`src/hdl/pea_pkg.sv`:
```
// shared types, codes and constants for the page extent allocator
package pea_pkg;

	// field widths of the item and result ports
	localparam int OP_W         = 2;
	localparam int FIRST_PAGE_W = 6;
	localparam int PAGE_COUNT_W = 7;
	localparam int STATUS_W     = 2;

	// default page store size and reset value of active pages
	localparam int DEF_MAX_PAGES = 64;
	localparam int ACTIVE_RESET  = 64;

	// most runs a single allocate may return
	localparam int MAX_RUNS = 32;

	// request codes
	typedef enum logic [OP_W-1:0] {
		OP_ALLOC    = 2'd0,
		OP_ALLOC_AT = 2'd1,
		OP_FREE     = 2'd2,
		OP_CHECK    = 2'd3
	} op_t;

	// result status codes
	typedef enum logic [STATUS_W-1:0] {
		ST_OK       = 2'd0,
		ST_RANGE    = 2'd1,
		ST_WRONG    = 2'd2,
		ST_NO_SPACE = 2'd3
	} status_t;

	// kind of result written into the output register
	typedef enum logic [2:0] {
		PUT_NONE,
		PUT_ZERO,
		PUT_NO_SPACE,
		PUT_RANGE,
		PUT_RUN,
		PUT_GROUP
	} put_t;

	// commands from the controller to the datapath
	typedef struct packed {
		logic take_item;   // latch the input item
		logic load_walk;   // copy the map into the walk copy, reset run count
		logic charge;      // take the requested pages off the free count
		logic find;        // register the lowest run of the walk copy
		logic step;        // consume the registered run
		logic group_scan;  // register the group mask and offending pages
		put_t put;         // result to write into the output register
	} cmd_t;

	// status from the datapath to the controller
	typedef struct packed {
		op_t  op;
		logic cnt_zero;
		logic no_space;
		logic out_of_range;
		logic run_last;
		logic too_many;
		logic slot_free;
	} sts_t;

endpackage

```
`src/hdl/page_extent_allocator.sv`:
```
// top level of the page extent allocator: controller and datapath
// First-fit page allocator over a map of MAX_PAGES pages with a free count. One request is
// taken at a time; in_stall stays high from acceptance until the request's final result has
// been written into the output register, so the next request is accepted while that result
// still waits on out_stall. An allocate alternates between finding the lowest run of free
// pages and consuming it and emitting its result, once for each returned run; with more than
// 64 pages a run count pass over the same steps comes first. Zero-sized, no-space and
// out-of-range requests are answered from decode, group requests (allocate-at, free, check)
// after a group scan. Writing active_pages frees every page below it at once.
module page_extent_allocator import pea_pkg::*; #(
	parameter int MAX_PAGES = DEF_MAX_PAGES
) (
	input  logic                    clk,
	input  logic                    arst_n,
	// configuration
	input  logic                    active_pages_we,
	input  logic [PAGE_COUNT_W-1:0] active_pages,
	// request channel
	input  logic                    in_valid,
	output logic                    in_stall,
	input  logic [OP_W-1:0]         op,
	input  logic [FIRST_PAGE_W-1:0] first_page,
	input  logic [PAGE_COUNT_W-1:0] page_count,
	// result channel
	output logic                    out_valid,
	input  logic                    out_stall,
	output logic [STATUS_W-1:0]     status,
	output logic [FIRST_PAGE_W-1:0] group_first,
	output logic [PAGE_COUNT_W-1:0] group_count,
	output logic [FIRST_PAGE_W-1:0] bad_page,
	output logic [PAGE_COUNT_W-1:0] free_left,
	output logic                    last
);

	cmd_t cmd;
	sts_t sts;

	// sequencing of requests
	pea_ctrl #(
		.MAX_PAGES(MAX_PAGES)
	) u_ctrl (
		.clk      (clk),
		.arst_n   (arst_n),
		.in_valid (in_valid),
		.in_stall (in_stall),
		.sts      (sts),
		.cmd      (cmd)
	);

	// page map and result generation
	pea_datapath #(
		.MAX_PAGES(MAX_PAGES)
	) u_datapath (
		.clk         (clk),
		.arst_n      (arst_n),
		.cfg_we      (active_pages_we),
		.cfg_active  (active_pages),
		.op          (op),
		.first_page  (first_page),
		.page_count  (page_count),
		.cmd         (cmd),
		.sts         (sts),
		.out_valid   (out_valid),
		.out_stall   (out_stall),
		.status      (status),
		.group_first (group_first),
		.group_count (group_count),
		.bad_page    (bad_page),
		.free_left   (free_left),
		.last        (last)
	);

endmodule

```
`src/hdl/pea_ctrl.sv`:
```
// controller state machine of the page extent allocator
module pea_ctrl import pea_pkg::*; #(
	parameter int MAX_PAGES = DEF_MAX_PAGES
) (
	input  logic clk,
	input  logic arst_n,
	input  logic in_valid,
	output logic in_stall,
	input  sts_t sts,
	output cmd_t cmd
);

	// a run count pass is needed only when more runs than allowed can exist
	localparam bit CHECK_RUNS = (MAX_PAGES > 2 * MAX_RUNS);

	typedef enum logic [2:0] {
		S_IDLE,
		S_DECODE,
		S_CNT_FIND,
		S_CNT_STEP,
		S_CNT_END,
		S_EM_FIND,
		S_EM_STEP,
		S_GRP_RES
	} state_t;

	state_t state_q;
	state_t state_d;
	logic   stall_q;

	assign in_stall = stall_q;

	// next state and commands
	always_comb begin
		state_d = state_q;
		cmd     = '0;
		cmd.put = PUT_NONE;
		case (state_q)
			S_IDLE: begin
				if (in_valid) begin
					cmd.take_item = 1'b1;
					state_d       = S_DECODE;
				end
			end
			S_DECODE: begin
				if (sts.op == OP_ALLOC) begin
					if (sts.cnt_zero) begin
						if (sts.slot_free) begin
							cmd.put = PUT_ZERO;
							state_d = S_IDLE;
						end
					end else if (sts.no_space) begin
						if (sts.slot_free) begin
							cmd.put = PUT_NO_SPACE;
							state_d = S_IDLE;
						end
					end else begin
						cmd.load_walk = 1'b1;
						if (CHECK_RUNS) begin
							state_d = S_CNT_FIND;
						end else begin
							cmd.charge = 1'b1;
							state_d    = S_EM_FIND;
						end
					end
				end else begin
					if (sts.cnt_zero) begin
						if (sts.slot_free) begin
							cmd.put = PUT_ZERO;
							state_d = S_IDLE;
						end
					end else if (sts.out_of_range) begin
						if (sts.slot_free) begin
							cmd.put = PUT_RANGE;
							state_d = S_IDLE;
						end
					end else begin
						cmd.group_scan = 1'b1;
						state_d        = S_GRP_RES;
					end
				end
			end
			S_CNT_FIND: begin
				cmd.find = 1'b1;
				state_d  = S_CNT_STEP;
			end
			S_CNT_STEP: begin
				cmd.step = 1'b1;
				state_d  = sts.run_last ? S_CNT_END : S_CNT_FIND;
			end
			S_CNT_END: begin
				if (sts.too_many) begin
					if (sts.slot_free) begin
						cmd.put = PUT_NO_SPACE;
						state_d = S_IDLE;
					end
				end else begin
					cmd.load_walk = 1'b1;
					cmd.charge    = 1'b1;
					state_d       = S_EM_FIND;
				end
			end
			S_EM_FIND: begin
				cmd.find = 1'b1;
				state_d  = S_EM_STEP;
			end
			S_EM_STEP: begin
				if (sts.slot_free) begin
					cmd.step = 1'b1;
					cmd.put  = PUT_RUN;
					state_d  = sts.run_last ? S_IDLE : S_EM_FIND;
				end
			end
			S_GRP_RES: begin
				if (sts.slot_free) begin
					cmd.put = PUT_GROUP;
					state_d = S_IDLE;
				end
			end
			default: begin
				state_d = S_IDLE;
			end
		endcase
	end

	// state and stall register
	always_ff @(posedge clk or negedge arst_n) begin
		if (!arst_n) begin
			state_q <= S_IDLE;
			stall_q <= 1'b0;
		end else begin
			state_q <= state_d;
			stall_q <= (state_d != S_IDLE);
		end
	end

endmodule

```
`src/hdl/pea_datapath.sv`:
```
// page map, free count, run finder and result register of the page extent allocator
module pea_datapath import pea_pkg::*; #(
	parameter int MAX_PAGES = DEF_MAX_PAGES
) (
	input  logic                    clk,
	input  logic                    arst_n,
	// configuration
	input  logic                    cfg_we,
	input  logic [PAGE_COUNT_W-1:0] cfg_active,
	// item payload
	input  logic [OP_W-1:0]         op,
	input  logic [FIRST_PAGE_W-1:0] first_page,
	input  logic [PAGE_COUNT_W-1:0] page_count,
	// controller link
	input  cmd_t                    cmd,
	output sts_t                    sts,
	// result channel
	output logic                    out_valid,
	input  logic                    out_stall,
	output logic [STATUS_W-1:0]     status,
	output logic [FIRST_PAGE_W-1:0] group_first,
	output logic [PAGE_COUNT_W-1:0] group_count,
	output logic [FIRST_PAGE_W-1:0] bad_page,
	output logic [PAGE_COUNT_W-1:0] free_left,
	output logic                    last
);

	localparam int PW  = $clog2(MAX_PAGES);
	localparam int CW  = $clog2(MAX_PAGES + 1);
	localparam int KW  = (CW > PAGE_COUNT_W) ? CW : PAGE_COUNT_W;
	localparam int RW  = $clog2(MAX_PAGES / 2 + 2);
	localparam int RESET_ACTIVE = (ACTIVE_RESET > MAX_PAGES) ? MAX_PAGES : ACTIVE_RESET;
	localparam logic [MAX_PAGES-1:0] ONE_P = {{(MAX_PAGES-1){1'b0}}, 1'b1};
	localparam logic [MAX_PAGES-1:0] RESET_MAP =
		{MAX_PAGES{1'b1}} >> (MAX_PAGES - RESET_ACTIVE);

	// index of the set bit of a one-hot vector
	function automatic logic [PW-1:0] onehot_idx(input logic [MAX_PAGES-1:0] v);
		logic [PW-1:0] idx;
		idx = '0;
		for (int i = 0; i < MAX_PAGES; i++) begin
			if (v[i]) idx = idx | PW'(i);
		end
		return idx;
	endfunction

	// persistent state
	logic [MAX_PAGES-1:0]    map_q;
	logic [KW-1:0]           free_q;
	logic [KW-1:0]           active_q;

	// latched item
	op_t                     op_q;
	logic [FIRST_PAGE_W-1:0] first_q;
	logic [KW-1:0]           cnt_q;

	// allocation walk
	logic [MAX_PAGES-1:0]    work_q;
	logic [KW-1:0]           left_q;
	logic [RW-1:0]           runs_q;
	logic [MAX_PAGES-1:0]    runm_q;
	logic [PW-1:0]           start_q;
	logic [KW-1:0]           len_q;

	// group check
	logic [MAX_PAGES-1:0]    gmask_q;
	logic [MAX_PAGES-1:0]    offend_q;

	// result register
	logic                    out_valid_q;
	status_t                 status_q;
	logic [FIRST_PAGE_W-1:0] gfirst_q;
	logic [PAGE_COUNT_W-1:0] gcount_q;
	logic [FIRST_PAGE_W-1:0] bad_q;
	logic [PAGE_COUNT_W-1:0] free_left_q;
	logic                    last_q;

	// configuration decode
	logic [KW-1:0]           cfg_n;
	logic [MAX_PAGES-1:0]    cfg_map;

	always_comb begin
		cfg_n = (KW'(cfg_active) > KW'(MAX_PAGES)) ? KW'(MAX_PAGES) : KW'(cfg_active);
		for (int p = 0; p < MAX_PAGES; p++) begin
			cfg_map[p] = (KW'(p) < cfg_n);
		end
	end

	// request checks
	logic [KW-1:0] first_k;
	logic          cnt_zero;
	logic          no_space;
	logic          out_of_range;

	assign first_k      = KW'(first_q);
	assign cnt_zero     = (cnt_q == '0);
	assign no_space     = (cnt_q > free_q);
	assign out_of_range = (first_k >= active_q) || (cnt_q > active_q - first_k);

	// group mask and offending pages
	logic [MAX_PAGES-1:0] gmask;
	logic [MAX_PAGES-1:0] offend_scan;

	always_comb begin
		gmask       = ((ONE_P << cnt_q) - ONE_P) << first_q;
		offend_scan = (op_q == OP_ALLOC_AT) ? (~map_q & gmask) : (map_q & gmask);
	end

	// lowest offending page and group update
	logic [MAX_PAGES-1:0] offend_low;
	logic                 offend_any;
	logic [PW-1:0]        bad_idx;
	logic [KW-1:0]        free_grp;
	logic [MAX_PAGES-1:0] map_grp;

	always_comb begin
		offend_low = offend_q & (~offend_q + ONE_P);
		offend_any = |offend_q;
		bad_idx    = onehot_idx(offend_low);
		free_grp   = free_q;
		map_grp    = map_q;
		if (!offend_any) begin
			case (op_q)
				OP_ALLOC_AT: begin
					free_grp = free_q - cnt_q;
					map_grp  = map_q & ~gmask_q;
				end
				OP_FREE: begin
					free_grp = free_q + cnt_q;
					map_grp  = map_q | gmask_q;
				end
				default: begin
					free_grp = free_q;
					map_grp  = map_q;
				end
			endcase
		end
	end

	// lowest run of free pages in the walk copy
	logic [MAX_PAGES-1:0] carry;
	logic [MAX_PAGES-1:0] run_mask;
	logic [MAX_PAGES-1:0] run_low;
	logic [MAX_PAGES-1:0] end_oh;
	logic [KW-1:0]        end_k;
	logic [PW-1:0]        run_start;

	always_comb begin
		carry     = (work_q | (work_q - ONE_P)) + ONE_P;
		run_mask  = work_q & ~carry;
		run_low   = work_q & (~work_q + ONE_P);
		end_oh    = carry & ~work_q;
		run_start = onehot_idx(run_low);
		end_k     = (|end_oh) ? KW'(onehot_idx(end_oh)) : KW'(MAX_PAGES);
	end

	// consume the registered run, cut short at the pages still wanted
	logic [MAX_PAGES-1:0] part_mask;
	logic                 cut;
	logic [KW-1:0]        take;
	logic [MAX_PAGES-1:0] taken;
	logic [MAX_PAGES-1:0] work_next;
	logic [KW-1:0]        left_next;
	logic                 run_last;

	always_comb begin
		part_mask = ((ONE_P << left_q) - ONE_P) << start_q;
		cut       = (len_q > left_q);
		take      = cut ? left_q : len_q;
		taken     = cut ? part_mask : runm_q;
		work_next = work_q & ~taken;
		left_next = left_q - take;
		run_last  = (left_next == '0);
	end

	// status to the controller
	always_comb begin
		sts.op           = op_q;
		sts.cnt_zero     = cnt_zero;
		sts.no_space     = no_space;
		sts.out_of_range = out_of_range;
		sts.run_last     = run_last;
		sts.too_many     = (int'(runs_q) > MAX_RUNS);
		sts.slot_free    = !out_valid_q || !out_stall;
	end

	// page map, free count and active pages
	always_ff @(posedge clk or negedge arst_n) begin
		if (!arst_n) begin
			map_q    <= RESET_MAP;
			free_q   <= KW'(RESET_ACTIVE);
			active_q <= KW'(RESET_ACTIVE);
		end else if (cfg_we) begin
			map_q    <= cfg_map;
			free_q   <= cfg_n;
			active_q <= cfg_n;
		end else begin
			if (cmd.charge) free_q <= free_q - cnt_q;
			if (cmd.step && cmd.put == PUT_RUN && run_last) map_q <= work_next;
			if (cmd.put == PUT_GROUP) begin
				map_q  <= map_grp;
				free_q <= free_grp;
			end
		end
	end

	// item latch, walk and group registers
	always_ff @(posedge clk) begin
		if (cmd.take_item) begin
			op_q    <= op_t'(op);
			first_q <= first_page;
			cnt_q   <= KW'(page_count);
		end
		if (cmd.load_walk) begin
			work_q <= map_q;
			left_q <= cnt_q;
			runs_q <= '0;
		end
		if (cmd.find) begin
			runm_q  <= run_mask;
			start_q <= run_start;
			len_q   <= end_k - KW'(run_start);
		end
		if (cmd.step) begin
			work_q <= work_next;
			left_q <= left_next;
			runs_q <= runs_q + RW'(1);
		end
		if (cmd.group_scan) begin
			gmask_q  <= gmask;
			offend_q <= offend_scan;
		end
	end

	// result valid
	always_ff @(posedge clk or negedge arst_n) begin
		if (!arst_n) begin
			out_valid_q <= 1'b0;
		end else if (cmd.put != PUT_NONE) begin
			out_valid_q <= 1'b1;
		end else if (!out_stall) begin
			out_valid_q <= 1'b0;
		end
	end

	// result payload
	always_ff @(posedge clk) begin
		case (cmd.put)
			PUT_ZERO, PUT_NO_SPACE, PUT_RANGE: begin
				status_q    <= (cmd.put == PUT_ZERO) ? ST_OK :
				               (cmd.put == PUT_RANGE) ? ST_RANGE : ST_NO_SPACE;
				gfirst_q    <= '0;
				gcount_q    <= '0;
				bad_q       <= '0;
				free_left_q <= PAGE_COUNT_W'(free_q);
				last_q      <= 1'b1;
			end
			PUT_RUN: begin
				status_q    <= ST_OK;
				gfirst_q    <= FIRST_PAGE_W'(start_q);
				gcount_q    <= PAGE_COUNT_W'(take);
				bad_q       <= '0;
				free_left_q <= PAGE_COUNT_W'(free_q);
				last_q      <= run_last;
			end
			PUT_GROUP: begin
				status_q    <= offend_any ? ST_WRONG : ST_OK;
				gfirst_q    <= '0;
				gcount_q    <= '0;
				bad_q       <= offend_any ? FIRST_PAGE_W'(bad_idx) : '0;
				free_left_q <= PAGE_COUNT_W'(free_grp);
				last_q      <= 1'b1;
			end
			default: begin
				status_q <= status_q;
			end
		endcase
	end

	assign out_valid   = out_valid_q;
	assign status      = status_q;
	assign group_first = gfirst_q;
	assign group_count = gcount_q;
	assign bad_page    = bad_q;
	assign free_left   = free_left_q;
	assign last        = last_q;

endmodule
```
`config.mk`:
```
export PLATFORM = sky130hd
export DESIGN_NAME = page_extent_allocator
export DESIGN_NICKNAME = d
export VERILOG_FILES = /design/src/hdl/pea_pkg.sv /design/src/hdl/page_extent_allocator.sv /design/src/hdl/pea_ctrl.sv /design/src/hdl/pea_datapath.sv
export SDC_FILE = /design/constraint.sdc
export NUM_CORES = 2
export LEC_CHECK = 0
export BUFFER_PORTS_ARGS = -buffer_cell sky130_fd_sc_hd__clkbuf_2
export CAP_MARGIN = 30
export CORE_ASPECT_RATIO = 1.75
export CORE_MARGIN = 8
export CORE_UTILIZATION = 25
export DETAILED_ROUTE_END_ITERATION = 10
export HOLD_SLACK_MARGIN = 0.05
export PLACE_DENSITY = 0.5
export SETUP_SLACK_MARGIN = 0.5
export SLEW_MARGIN = 20
export SYNTH_ARGS = -nofsm -noshare
export SYNTH_HDL_FRONTEND = slang
export SYNTH_SLANG_ARGS = --single-unit
```
`constraint.sdc`:
```
create_clock -name clk -period 8.2 [get_ports clk]
set_clock_uncertainty 0.2 [all_clocks]
set_input_delay 0.82 -clock clk [delete_from_list [all_inputs] [get_ports clk]]
set_output_delay 0.82 -clock clk [all_outputs]
set_load 0.1 [all_outputs]
```
# [Word-level counts from Yosys, hierarchy flattened]
# Index checks and enable logic that the tools add are counted.
[op_classes] eq_ne=17 n_lt_le_gt_ge=70 reduce_logical=25 muxes=349 bitwise_logic=16 addsub=12 shifts=4
[op_table] cell="64-bit two-way mux" n=11
[op_table] cell="6-bit two-way mux" n=99
[op_table] cell="64-bit bitwise AND" n=8
[op_table] cell="64-bit inverter" n=6
[op_table] cell="3-bit two-way mux" n=94
[op_table] cell="5-bit two-way mux" n=48
[op_table] cell="6-bit by 7-bit less-than comparator with 1-bit output (first input constant)" n=32
[op_table] cell="64-bit by 1-bit adder with 64-bit output (second input constant)" n=3
[op_table] cell="64-bit by 1-bit subtractor with 64-bit output (second input constant)" n=3
[op_table] cell="64-bit OR" n=2
[op_table] cell="64-bit one-hot mux with 2 select lines" n=1
[op_table] cell="64-bit OR reduction" n=2
[op_table] cell="1-bit by 7-bit left shift with 64-bit output (first input constant)" n=2
[op_table] cell="64-bit by 6-bit left shift with 64-bit output" n=2
[op_table] cell="5-bit by 7-bit less-than comparator with 1-bit output (first input constant)" n=16
[op_table] cell="4-bit two-way mux" n=24
[op_table] cell="7-bit two-way mux" n=12
[op_table] cell="4-bit by 7-bit less-than comparator with 1-bit output (first input constant)" n=8
[op_table] cell="2-bit two-way mux" n=22
[op_table] cell="7-bit one-hot mux with 2 select lines" n=3
[op_table] cell="3-bit by 7-bit less-than comparator with 1-bit output (first input constant)" n=4
[op_table] cell="1-bit two-way mux" n=27
[op_table] cell="3-bit one-hot mux with 8 select lines" n=1
[op_table] cell="6-bit one-hot mux with 2 select lines" n=2
[op_table] cell="34 further kinds" n=61
[word_totals] output_inout_bits=31 input_bits=27 ff_bits=409 wordCells=516

# [Logic depth before layout (Yosys ltp)]
[logic_depth] word_depth=69 ltp_mapped=29

# [Modules after synthesis]
# Synthesis repeated with hierarchy kept, for this count alone.
[unflattened] hier_cells=4412 hier_area_um2=35896.9
[modules_own_cells] module="pea_datapath" instances=1 cells_per_inst=4357 area_each_um2=35459.0
[modules_own_cells] module="pea_ctrl" instances=1 cells_per_inst=55 area_each_um2=437.9

# [Worst setup path before layout]
# OpenSTA, ideal clock, no wires.
[synth_timing] kind="reg-to-reg" startpoint="register u_datapath.first_q[1]" endpoint="register u_ctrl.stall_q, in the netlist u_ctrl.in_stall" setup_ns=0.064 arrival_ns=6.796 setup_slack_ns=1.140 stages_incl_launch_ff=21 t_required_ns=7.936 cell_sequence="edfxtp_1 > inv_1 > clkbuf_1 > buf_1 > buf_1 > ha_1 > nor2b_1 > o21ai_0 > a21boi_0 > o21a_1 > nor2_1 > xor2_1 > ha_1 > a21o_1 > a21oi_1 > a21oi_1 > a2111oi_0 > nand2_1 > inv_1 > a31o_2 > or3_1"
[synth_via] elab_chain_cells=14
[synth_lines] item="from (decl)" line_no="pea_datapath.sv:54" source="logic [FIRST_PAGE_W-1:0] first_q;"
[synth_lines] item="from (signal assigned)" line_no="pea_datapath.sv:211" source="first_q <= first_page;"
[synth_lines] item="7-bit by 6-bit subtractor with 7-bit output" line_no="pea_datapath.sv:98" source="assign out_of_range = (first_k >= active_q) || (cnt_q > active_q - first_k);"
[synth_lines] item="7-bit greater-than comparator" line_no="pea_datapath.sv:98"
[synth_lines] item="1-bit logical OR (*)" line_no="pea_datapath.sv:98"
[synth_lines] item="3-bit two-way mux (*)" line_no="pea_ctrl.sv:72" source="end else if (sts.out_of_range) begin"
[synth_lines] item="3-bit two-way mux (*)" line_no="pea_ctrl.sv:67" source="if (sts.cnt_zero) begin"
[synth_lines] item="3-bit two-way mux (*)" line_no="pea_ctrl.sv:46" source="if (sts.op == OP_ALLOC) begin"
[synth_lines] item="3-bit two-way mux (*)" line_no="pea_ctrl.sv:38" source="case (state_q)"
[synth_lines] item="3-bit two-way mux (*)" line_no="pea_ctrl.sv:67"
[synth_lines] item="3-bit two-way mux (*)" line_no="pea_ctrl.sv:46"
[synth_lines] item="3-bit two-way mux (*)" line_no="pea_ctrl.sv:38"
[synth_lines] item="3-bit two-way mux (*)" line_no="pea_ctrl.sv:46"
[synth_lines] item="3-bit two-way mux (*)" line_no="pea_ctrl.sv:38"
[synth_lines] item="3-bit one-hot mux with 8 select lines (*)" line_no="pea_ctrl.sv:38"
[synth_lines] item="named net u_ctrl.state_d[1]" line_no="pea_ctrl.sv:28" source="state_t state_d;"
[synth_lines] item="3-bit nonzero test (*)" line_no="pea_ctrl.sv:133" source="stall_q <= (state_d != S_IDLE);"
[synth_lines] item="to (signal assigned)" line_no="pea_ctrl.sv:133"
[synth_lines] item="to (decl)" line_no="pea_ctrl.sv:29" source="logic stall_q;"
# Mark *: on every way through the listed nets, which the timed path passes. The rest lies on a longest branch. The select of a mux whose other input is x is not followed.
# A chain may end at the register's enable or synchronous reset.

# [Final worst setup path]
[layout_timing] startpoint="register u_datapath.work_q[3]" endpoint="register u_datapath.len_q[6], data pin"
[layout_via] elab_chain_cells=67
[layout_lines] item="from (decl)" line_no="pea_datapath.sv:58" source="logic [MAX_PAGES-1:0] work_q;"
[layout_lines] item="from (signal assigned)" line_no="pea_datapath.sv:215" source="work_q <= map_q;"
[layout_lines] item="from (signal assigned)" line_no="pea_datapath.sv:225" source="work_q <= work_next;"
[layout_lines] item="64-bit by 1-bit subtractor with 64-bit output" line_no="pea_datapath.sv:149" source="carry = (work_q | (work_q - ONE_P)) + ONE_P;"
[layout_lines] item="64-bit OR" line_no="pea_datapath.sv:149"
[layout_lines] item="64-bit by 1-bit adder with 64-bit output" line_no="pea_datapath.sv:149"
[layout_lines] item="64-bit bitwise AND" line_no="pea_datapath.sv:152" source="end_oh = carry & ~work_q;"
[layout_lines] item="2-bit two-way mux" line_no="pea_datapath.sv:42" source="if (v[i]) idx = idx | PW'(i);"
[layout_lines] item="3-bit two-way mux (4 in series)" line_no="pea_datapath.sv:42"
[layout_lines] item="4-bit two-way mux (8 in series)" line_no="pea_datapath.sv:42"
[layout_lines] item="5-bit two-way mux (16 in series)" line_no="pea_datapath.sv:42"
[layout_lines] item="6-bit two-way mux (32 in series)" line_no="pea_datapath.sv:42"
[layout_lines] item="7-bit two-way mux" line_no="pea_datapath.sv:154" source="end_k = (|end_oh) ? KW'(onehot_idx(end_oh)) : KW'(MAX_PAGES);"
[layout_lines] item="7-bit by 6-bit subtractor with 7-bit output (*)" line_no="pea_datapath.sv:222" source="len_q <= end_k - KW'(run_start);"
[layout_lines] item="to (signal assigned)" line_no="pea_datapath.sv:222"
[layout_lines] item="to (decl)" line_no="pea_datapath.sv:63" source="logic [KW-1:0] len_q;"
# Every way passes the cells marked *; elsewhere a longest branch is shown, timed or not.

==> run_results.csv <==
group,metric,value,unit
clock_network,clk_latency,0.64,ns
grt,track_usage,26.2,%
critical_path,critPathBufInv,2,
power_and_ir_drop,switching_share,58.0,%
sta,period_minus_slack,7.01,ns
synthesis,ys_types,107,
clock_network,cts_max_level,2,
clock_network,cts_sinks,409,
grt,grt_pass1_wl,295000,um
sta,setup_viol,0,
power_and_ir_drop,power_density,465,mW/mm^2
finish,utilization,28.2,%
floorplan,die_h,518,um
sta,tightest_slew,1.19,ns
grt,antenna_found_initial,15,
sta,slew_headroom,20.8,%
outcome,outcome,"complete, no violations",
finish,fillCellCount,15588,
synthesis,synth_common_cells,"553 x nand2_1, 510 x nor2_1, 366 x o21ai_0",
drt,via_per_inst,5.97,
finish,drive_above_1_share,12.4,%
synthesis,synth-seq-cells,409,
drt,drcViolationCount,0,
sta,clock.fmax,0.143,GHz
clock_network,postCtsSetupRepairBufs,0,
power_and_ir_drop,leakage,14.4,nW
finish,syn2layout_area_growth,12.0,%
critical_path,cp_cell_sequence,"nor4_4 > nand3_1 > o31ai_1 > nand3_1 > nor4_4 > and4_1 > buf_4 > nand4_1 > xor2_1 > o22ai_1 > or2_1 > nor4_2 > and3_1 > ha_1 > inv_1 > fa_1 > a21oi_1 > nor2_1 > nor2_1 > o21bai_1 > a21oi_1 > xnor2_1",
synthesis,synth_top_area_cell,"edfxtp_1",
critical_path,end_kind,"register",
synthesis,synthTopCellsByArea,"edfxtp_1 27%, nand2_1 5.8%, nor2_1 5.3%, o21ai_0 5.1%, dfstp_2 4.8%",
floorplan,rows,184,
sta,fin_crit_sh,85.5,%
floorplan,die_area,0.157,mm^2
hold_path,hold_path_class,"in -> reg",
synthesis,yosysSeqAreaShare,33.2,%
synthesis,syn_nets,4593,
place,routabilityCongestion,1.07,
synthesis,netlist.area_leader.share,27.2,%
critical_path,max_stage_delay,0.72,ns
clock_network,cts_made_buffers,44,
power_and_ir_drop,p_comb_share,65.8,%
drt,num_vias,38101,
drt,routed_wl,212000,um
sta,hold_viol_final,0,
floorplan,pin_count,58,
drt,drt-initial-drc-count,3758,
floorplan,die_w,303,um
drt,wire_per_inst,33.2,um
sta,setup_tns,0,ns
power_and_ir_drop,p_int,7.89,mW
drt,ant_nets,0,
power_and_ir_drop,seqPwrFrac,23.3,%
grt,grt_pass1_vias,37874,
place,io_buffers,57,
synthesis,ys.flop_type,"edfxtp_1",
clock_network,clockBufferDepth,3,
grt,overflow,0,
finish,nets,4558,
critical_path,path_class,"reg -> reg",
floorplan,initial_core_util,25.1,%
critical_path,crit_family,"simple AND/OR/NAND/NOR gates",
critical_path,cp-start-kind,"register",
power_and_ir_drop,pwr-share-clk,10.9,%
sta,hold_slack,0.148,ns
drt,first_pass_iters,6,
job,cap_violations,0,
clock_network,cts_resized,0,
grt,grt_max_degree,65,
critical_path,crit_required,8.36,ns
critical_path,slowest_stage,"nor4_4",
floorplan,core_area,0.143,mm^2
critical_path,crit_arrival,7.17,ns
clock_network,cts_tree,"built",
synthesis,synthArstFlopShare,20.3,%
power_and_ir_drop,p_sw,10.9,mW
synthesis,yosysMostFrequentCell,"nand2_1",
sta,rsz0062_at_grt,"no",
place,dp_hpwl,168000,um
synthesis,netlist_area,0.0360,mm^2
power_and_ir_drop,peakVddDrop,0.000282,V
synthesis,avgSynthCellArea,7.98,um^2
sta,drv_slew,0,
clock_network,cts.clk_slew.worst_paths,0.07,ns
clock_network,cts_root_buf,"clkbuf_16",
synthesis,synth_edf_count,326,
critical_path,path_max_fanout,14,
synthesis,synthCells,4508,
synthesis,yosysWarningCount,0,
[area by class of cell]
type                            instances  area [um^2]  share of cell area (%)
Antenna cell                           15         37.5                  0.0931
Clock buffer                           60         1200                    2.98
Clock inverter                         21          195                   0.484
Inverter                              139          524                    1.30
Multi-Input combinational cell       3636        22400                    55.5
Sequential cell                       409        11900                    29.6
Tap cell                             1860         2330                    5.77
Timing Repair Buffer                  243         1720                    4.26
[worst paths after layout]
path	from	to	slack, ns	depth (start not counted)
setup / recovery	u_datapath.work_q[3]	u_datapath.len_q[6]	1.19	22
hold / removal	first_page[1]	u_datapath.first_q[1]	0.15	1
setup reg to reg	u_datapath.work_q[3]	u_datapath.len_q[6]	1.19	22
hold reg to reg	register	register	0.29	2
max in group asynchronous	arst_n	asynchronous set/reset pin	6.17	3
min in group asynchronous	arst_n	u_ctrl.in_stall	0.46	2
[cells in the final DEF, fill, tap and decap left out, drive strengths merged, types with 51 or more instances in the layout]
master	instances
a211oi	66
a21oi	304
a221oi	51
a31oi	70
and2	89
and3	58
buf	182
clkbuf	119
dfstp	66
edfxtp	326
ha	53
inv	134
mux2	67
mux2i	97
nand2	553
nand3	142
nand4	54
nor2	510
nor3	165
nor4	75
o211ai	63
o21ai	379
xnor2	76
[cell families after synthesis]
logic type	share of synthesized area [%]
and+or+nand+nor	24.8
DFF	33.2
buffers and inverters	5.00
AOI/OAI and AO/OA	26.4
xor gates and xnor gates	2.97
adders and majority gates	2.12
muxes	5.48
[routing by layer]
layer	routed length, um	global-route usage, %
met4	29400	28.6
met5	35	0
met3	10900	4.46
met1	66000	23.7
met2	106000	46.8
[stage by stage]
stage | std cells | instance area, um^2 | setup slack (ns) | total power, mW
final | 6383 | 40300 | 1.19 | 18.8
after global routing | 6370 | 40300 | 0.859 | 19.5
after CTS | 6358 | 40200 | 1.40 | 18.2
after detailed placement | 6276 | 38800 | 1.44 | 16.1
after global placement | 6259 | 38600 | 1.33 | 16.1
after floorplan | 4508 | 36000 | 1.14 | 11.3
[power groups by stage]
stage          registers [mW]  clock network (mW)  logic, mW
2_1_floorplan            4.50                   0       6.82
3_3_place_gp             4.37                   0       11.7
3_5_place_dp             4.37                   0       11.7
4_1_cts                  4.34                2.10       11.8
5_1_grt                  4.44                2.14       12.9
6_report                 4.38                2.05       12.3
[what timing repair did]
action                                  in CTS  in global routing
hold endpoints to repair                    17                  0
hold buffers                                 1                  0
endpoints found under the setup margin       0                  0
Power figures use the tool's default switching activity.
